===== src/chpt_pkg.sv =====
// Shared types and constants for the chained hash pair table.
// No dependencies; imported by every module of the block.
`default_nettype none
package chpt_pkg;

   typedef enum logic [2:0] {
      CMD_ADD        = 3'd0,
      CMD_REMOVE_KEY = 3'd1,
      CMD_REMOVE_PAIR= 3'd2,
      CMD_HAS_KEY    = 3'd3,
      CMD_HAS_PAIR   = 3'd4,
      CMD_COUNT_KEY  = 3'd5,
      CMD_GET        = 3'd6,
      CMD_UNUSED     = 3'd7
   } cmd_type;

   localparam logic [1:0] STATUS_OK       = 2'd0;
   localparam logic [1:0] STATUS_NOTFOUND = 2'd1;
   localparam logic [1:0] STATUS_FULL     = 2'd2;

   typedef struct packed {
      logic [2:0]  command;
      logic [31:0] key_value;
      logic [31:0] data_value;
   } req_type;

   typedef struct packed {
      logic [1:0]  status;
      logic [31:0] found_data;
      logic [8:0]  match_count;
      logic [8:0]  stored_pairs;
   } rsp_type;

   typedef enum logic [3:0] {
      ST_CLEAR,
      ST_IDLE,
      ST_HEAD,
      ST_READ,
      ST_CHECK,
      ST_FREE,
      ST_COMMIT,
      ST_LINK,
      ST_DONE
   } state_type;

   // Commands from controller to datapath.
   typedef struct packed {
      logic clear_step;
      logic load_req;
      logic head_read;
      logic node_read;
      logic node_eval;
      logic free_step;
      logic commit;
      logic link;
      logic finish;
   } ctl_type;

   // Status from datapath to controller.
   typedef struct packed {
      logic clear_done;
      logic chain_end;
      logic stop_walk;
      logic free_done;
      logic do_alloc;
      logic do_unlink;
   } sts_type;

endpackage
`default_nettype wire


===== src/chpt_ctrl.sv =====
// Controller state machine of the chained hash pair table.
// Depends on chpt_pkg.
`default_nettype none
module chpt_ctrl
   import chpt_pkg::*;
(
   input  wire logic    clock,
   input  wire logic    reset,
   input  wire logic    req_fire,
   input  wire logic    rsp_busy,
   input  wire sts_type sts,
   output ctl_type      ctl,
   output logic         req_ready
);

   state_type state_ff, state_in;

   always_ff @(posedge clock) begin
      if (reset) begin
         state_ff <= ST_CLEAR;
      end else begin
         state_ff <= state_in;
      end
   end

   always_comb begin
      state_in = state_ff;
      case (state_ff)
         ST_CLEAR:  if (sts.clear_done) state_in = ST_IDLE;
         ST_IDLE:   if (req_fire) state_in = ST_HEAD;
         ST_HEAD:   state_in = ST_READ;
         ST_READ:   state_in = ST_CHECK;
         ST_CHECK: begin
            if (sts.stop_walk || sts.chain_end) begin
               if (sts.do_alloc) state_in = ST_FREE;
               else if (sts.do_unlink) state_in = ST_COMMIT;
               else state_in = ST_DONE;
            end else begin
               state_in = ST_READ;
            end
         end
         ST_FREE:   if (sts.free_done) state_in = ST_COMMIT;
         ST_COMMIT: state_in = ST_LINK;
         ST_LINK:   state_in = ST_DONE;
         ST_DONE:   if (!rsp_busy) state_in = ST_IDLE;
         default:   state_in = ST_IDLE;
      endcase
   end

   always_comb begin
      ctl = '0;
      req_ready = 1'b0;
      case (state_ff)
         ST_CLEAR:  ctl.clear_step = 1'b1;
         ST_IDLE: begin
            req_ready = 1'b1;
            ctl.load_req = 1'b1;
         end
         ST_HEAD:   ctl.head_read = 1'b1;
         ST_READ:   ctl.node_read = 1'b1;
         ST_CHECK:  ctl.node_eval = 1'b1;
         ST_FREE:   ctl.free_step = 1'b1;
         ST_COMMIT: ctl.commit = 1'b1;
         ST_LINK:   ctl.link = 1'b1;
         ST_DONE:   ctl.finish = !rsp_busy;
         default:   ctl = '0;
      endcase
   end

endmodule
`default_nettype wire


===== config.mk =====
export PLATFORM = sky130hd
export DESIGN_NAME = chpt_ctrl
export DESIGN_NICKNAME = d
export VERILOG_FILES = /design/src/chpt_pkg.sv /design/src/chpt_ctrl.sv
export SDC_FILE = /design/constraint.sdc
export NUM_CORES = 1
export LEC_CHECK = 0
export BUFFER_PORTS_ARGS = -buffer_cell sky130_fd_sc_hd__buf_2
export CORE_AREA = 3 3 40 42
export DETAILED_ROUTE_END_ITERATION = 10
export DIE_AREA = 0 0 43 45
export GPL_ROUTABILITY_DRIVEN = 0
export PLACE_DENSITY_LB_ADDON = 0.1
export SYNTH_ARGS = -nofsm -noshare
export SYNTH_HDL_FRONTEND = slang
export SYNTH_SLANG_ARGS = --single-unit

===== constraint.sdc =====
create_clock -name clock -period 1.19 [get_ports clock]
set_input_delay 0.238 -clock clock [delete_from_list [all_inputs] [get_ports clock]]
set_output_delay 0.238 -clock clock [all_outputs]
set_load 0.02 [all_outputs]

# Word level (Yosys, flattened, before mapping)
# Cells that the tools add are included.
[totals] ramBits=0 wordCells=34 latchBits=0 memories=0 out_inout_bits=10 romBits=0 reg_bits=4 inputBits=10
[op_classes] eq_ne=12 magnitude_cmp=0 muxes=17 mul=0 n_reduce_logical=4 div=0 shifts=0 n_addsub=0 bitwise=0
[op_table] op="one-hot mux 4 bit (9 select lines)" count=1
[op_table] op="two-way mux 4 bit" count=7
[op_table] op="== test 4 x 3 -> 1 bit, second input constant" count=4
[op_table] op="two-way mux 1 bit" count=9
[op_table] op="== test 4 x 2 -> 1 bit, second input constant" count=2
[op_table] op="!= test 2 bit, second input constant" count=4
[op_table] op="== test 4 x 1 -> 1 bit, second input constant" count=1
[op_table] op="== test 4 bit, second input constant" count=1
[op_table] op="zero test 4 bit" count=1
[op_table] op="AND reduction 4 bit" count=1
[op_table] op="zero test 1 bit" count=1
[op_table] op="logical OR 1 bit" count=1

# Depth between registers and ports, before layout
[depth] depth_word=4 mapped_depth=4

# Worst setup path after synthesis
# Ideal clock, no wire load.
[synth_path] path_type="register to register" start="reg state_ff[2]" end="reg state_ff[0]" n_path_buf=1 period_less_slack_ps=1703 path_stages_with_launch=5 slack_ps=-513 setup_time_ps=128 arrival_ps=1574 required_time_ps=1062 path_cell_list="dfxtp_1 -> buf_2 -> nor4_1 -> a221o_1 -> a31oi_1"
[synth_between] elab_chain_len=3 elab_cells_between_ends=15 cone_classes="eq/ne (12); mux (1); reduce/logical (2)"
[synth_lines] item="start, declared" line="chpt_ctrl.sv:16" rtl="state_type state_ff, state_in;"
[synth_lines] item="start signal, assigned" line="chpt_ctrl.sv:22" rtl="state_ff <= state_in;"
[synth_lines] item="== test 4 x 3 -> 1 bit (tied with other cells)" line="chpt_ctrl.sv:28" rtl="case (state_ff)"
[synth_lines] item="!= test 2 bit (no source line)"
[synth_lines] item="AND reduction 4 bit (no source line)"
# Parallel ways exist; a longest one is shown, timed or not.
# A chain may end at the register's enable or synchronous reset.

==> impl_metrics.ini <==
[outcome]
outcome = finished with violations
violations = setup timing

[power]
clkPwrFrac = 0.307
power_frac_seq = 0.283
switching_share = 0.334
switchingPower_mw = 0.192
power_density_mw_per_mm2 = 742
internal_power_mw = 0.384
total_power_mw = 0.576
p_leak_nw = 0.318
power_frac_comb = 0.410
vdd_drop_max_uv = 416

[setup_path]
critPathKind = reg -> out
cp-start-kind = flop
rr_startpoint = state_ff[0]
path_max_fanout = 6
setup.worst_path.start = state_ff[1]
slowest_stage = dfxtp_4
rr_endpoint = state_ff[2]
cp_common_cell = buf_4
crit_chain = buf_4, nand2b_4, nor3_2, buf_4
rrSetupSlack_ns = -0.20
end_kind = primary output
worstRegToRegCells = 4
required_ns = 0.95
cp.arrival_ns = 1.22
critPathMaxStageDelay_ns = 0.40

[floorplanning]
die-height_um = 45
design.core.area_mm2 = 0.00128
die_w_um = 43
die-area_mm2 = 0.00194
start_util = 0.285
num_io_pins = 20
rows = 13

[synthesis]
synthCells = 45
ys_warn_count = 0
synth_top_area_share = 0.218
ys_ff_latch = 4
netlist-cell-type-count = 27
synthTopCellsByArea = dfxtp_1 (22%), nor4b_4 (6.5%), nor2_1 (5.1%), nor3_1 (4.1%), a211oi_1 (4.1%)
yosysMostFrequentCell = nor2_1
synth_edf_count = 0
synth.cell_area_um2 = 367
synthArstFlopShare = 0
synth_commonest_cells = nor2_1 (5), dfxtp_1 (4), nor3_1 (3)
syn_avg_cell_area_um2 = 8.15
synth_area_leader_cell = dfxtp_1
ys.flop_type = dfxtp_1
ys_seq_area_frac = 0.218
synth_nets = 55

[min_path]
worstHoldPathType = in -> reg
min_from = reset
holdPathEnd = state_ff[1]
whs_path_depth = 2

[final_layout]
regMostFlops = state_ff
area_growth_pct = 112
nNetsFinal = 93
n_antenna_cell = 0
fin_cells = 96
top_regs = state_ff x4
largest_reg_flops = 4
post_route_cells_drive_above_1_share = 0.802

[placement]
dpl.hpwl_um = 807
place_inst = 88
portBuffers = 19

[timing]
finalCriticalPeriod_ns = 1.46
max_slew.worst_pin.slew_ns = 0.288
rsz0062_at_grt = yes
slew_viol_final = 0
finalCritPeriodShare = 1.23
hold_violations = 0
finalClockSkew_ns = 0.0145
slew_headroom = 0.807
worst_slack_ns = -0.269
max_freq_mhz = 685
setup_viol = 13

[grt]
first_global_vias = 410
gr-total-overflow = 0
antenna_found_initial = 0
grt_usage = 0.122
grt_pass1_wl_um = 1750
grt_max_degree = 11

[clock_network]
cts_sinks = 4
cts_tree = done
numCtsBuffers = 3
cts-root-buf = clkbuf_4
cts.clk_slew.worst_paths_ns = 0.05
clk_latency_ns = 0.25
htreeDepth = 1
cts_hold_repair.buffers = 0
clk_path_buf_depth = 2

[drt]
drt-initial-drc-count = 6
wirelength_um = 1180
wire_per_inst_um = 12.3
ant_nets = 0
drt-vias-per-instance = 4.77
vias = 458
drc = 0
dr.pass1.iters = 2

[run]
drv_cap = 0
[routing by layer]
| layer | vias to the layer above | global-route usage | routed length (um) |
|---|---|---|---|
| met5 | - | 0 | 0 |
| met4 | 0 | 0.0542 | 19 |
| met3 | 2 | 0.0239 | 42 |
| met2 | 14 | 0.219 | 648 |
| met1 | 205 | 0.141 | 468 |
| li1 | 237 | - | - |
[stage by stage]
step	hold slack, ns	setup slack (ns)	utilization	setup TNS [ns]	cell area (um2)
global route	0.232	-0.335	0.605	-3.21	777
CTS	0.219	-0.260	0.565	-2.44	726
global placement	0.470	-0.192	0.444	-1.06	571
floorplan	0.300	-0.248	-	-1.26	390
finish	0.211	-0.269	0.605	-2.47	777
detailed placement	0.460	-0.197	0.444	-1.11	571
[cells by family (layout without fill, tap and decap cells)]
logic type / Yosys count / count (layout) / share of synthesized area
AO/OA/AOI/OAI: 12 / 12 / 0.249
flip-flops: 4 / 4 / 0.218
XOR/XNOR: 1 / 1 / 0.0239
buffers and inverters: 7 / 43 / 0.119
AND/OR/NAND/NOR: 21 / 21 / 0.389
[critical path, delay by kind of cell (launching register included)]
kind                   cells  cell delay (ns)
buffers and inverters      2             0.33
and+or+nand+nor            2             0.25
DFF                        1             0.40
[timing repair]
| item | CTS | global route |
|---|---|---|
| gates cloned | 0 | 0 |
| setup endpoints to repair | 14 | 14 |
| setup buffers | 2 | 4 |
| pin swaps | 7 | 6 |
| gates resized for setup | 36 | 10 |
| endpoints found under the hold margin | 0 | 0 |
[area by class of cell]
| class | count | area, um2 |
|---|---|---|
| Fill cell | 109 | 508 |
| Multi-Input combinational cell | 34 | 335 |
| Timing Repair Buffer | 38 | 300 |
| Sequential cell | 4 | 92.6 |
| Clock buffer | 3 | 22.5 |
| Tap cell | 15 | 18.8 |
| Inverter | 2 | 7.51 |
[layout by cell type, fill, tap and decap left out, types with 2 or more instances in the layout]
cell type	count
clkbuf_4	3
nand2b_4	2
nor3_2	2
buf_6	10
buf_2	9
dfxtp_4	3
a31oi_1	2
buf_4	19
nand2_1	2
o21ai_2	2
nor2_1	3
nor4b_4	2
[power by group through the flow]
stage / clock [mW] / combinational, mW / sequential, mW
6_report: 0.177 / 0.236 / 0.163
5_1_grt: 0.189 / 0.254 / 0.165
4_1_cts: 0.172 / 0.209 / 0.161
3_5_place_dp: 0 / 0.165 / 0.162
3_3_place_gp: 0 / 0.165 / 0.162
2_1_floorplan: 0 / 0.116 / 0.149
[worst max path at each step]
stage               cells after the start          end  slack [ns]
finish                                  4       ctl[6]       -0.27
floorplan                               4  state_ff[2]       -0.25
detailed placement                      4  state_ff[0]       -0.20
global placement                        4  state_ff[0]       -0.19
global route                            4       ctl[6]       -0.34
CTS                                     3       ctl[0]       -0.26
(Power assumes the default switching activity.)
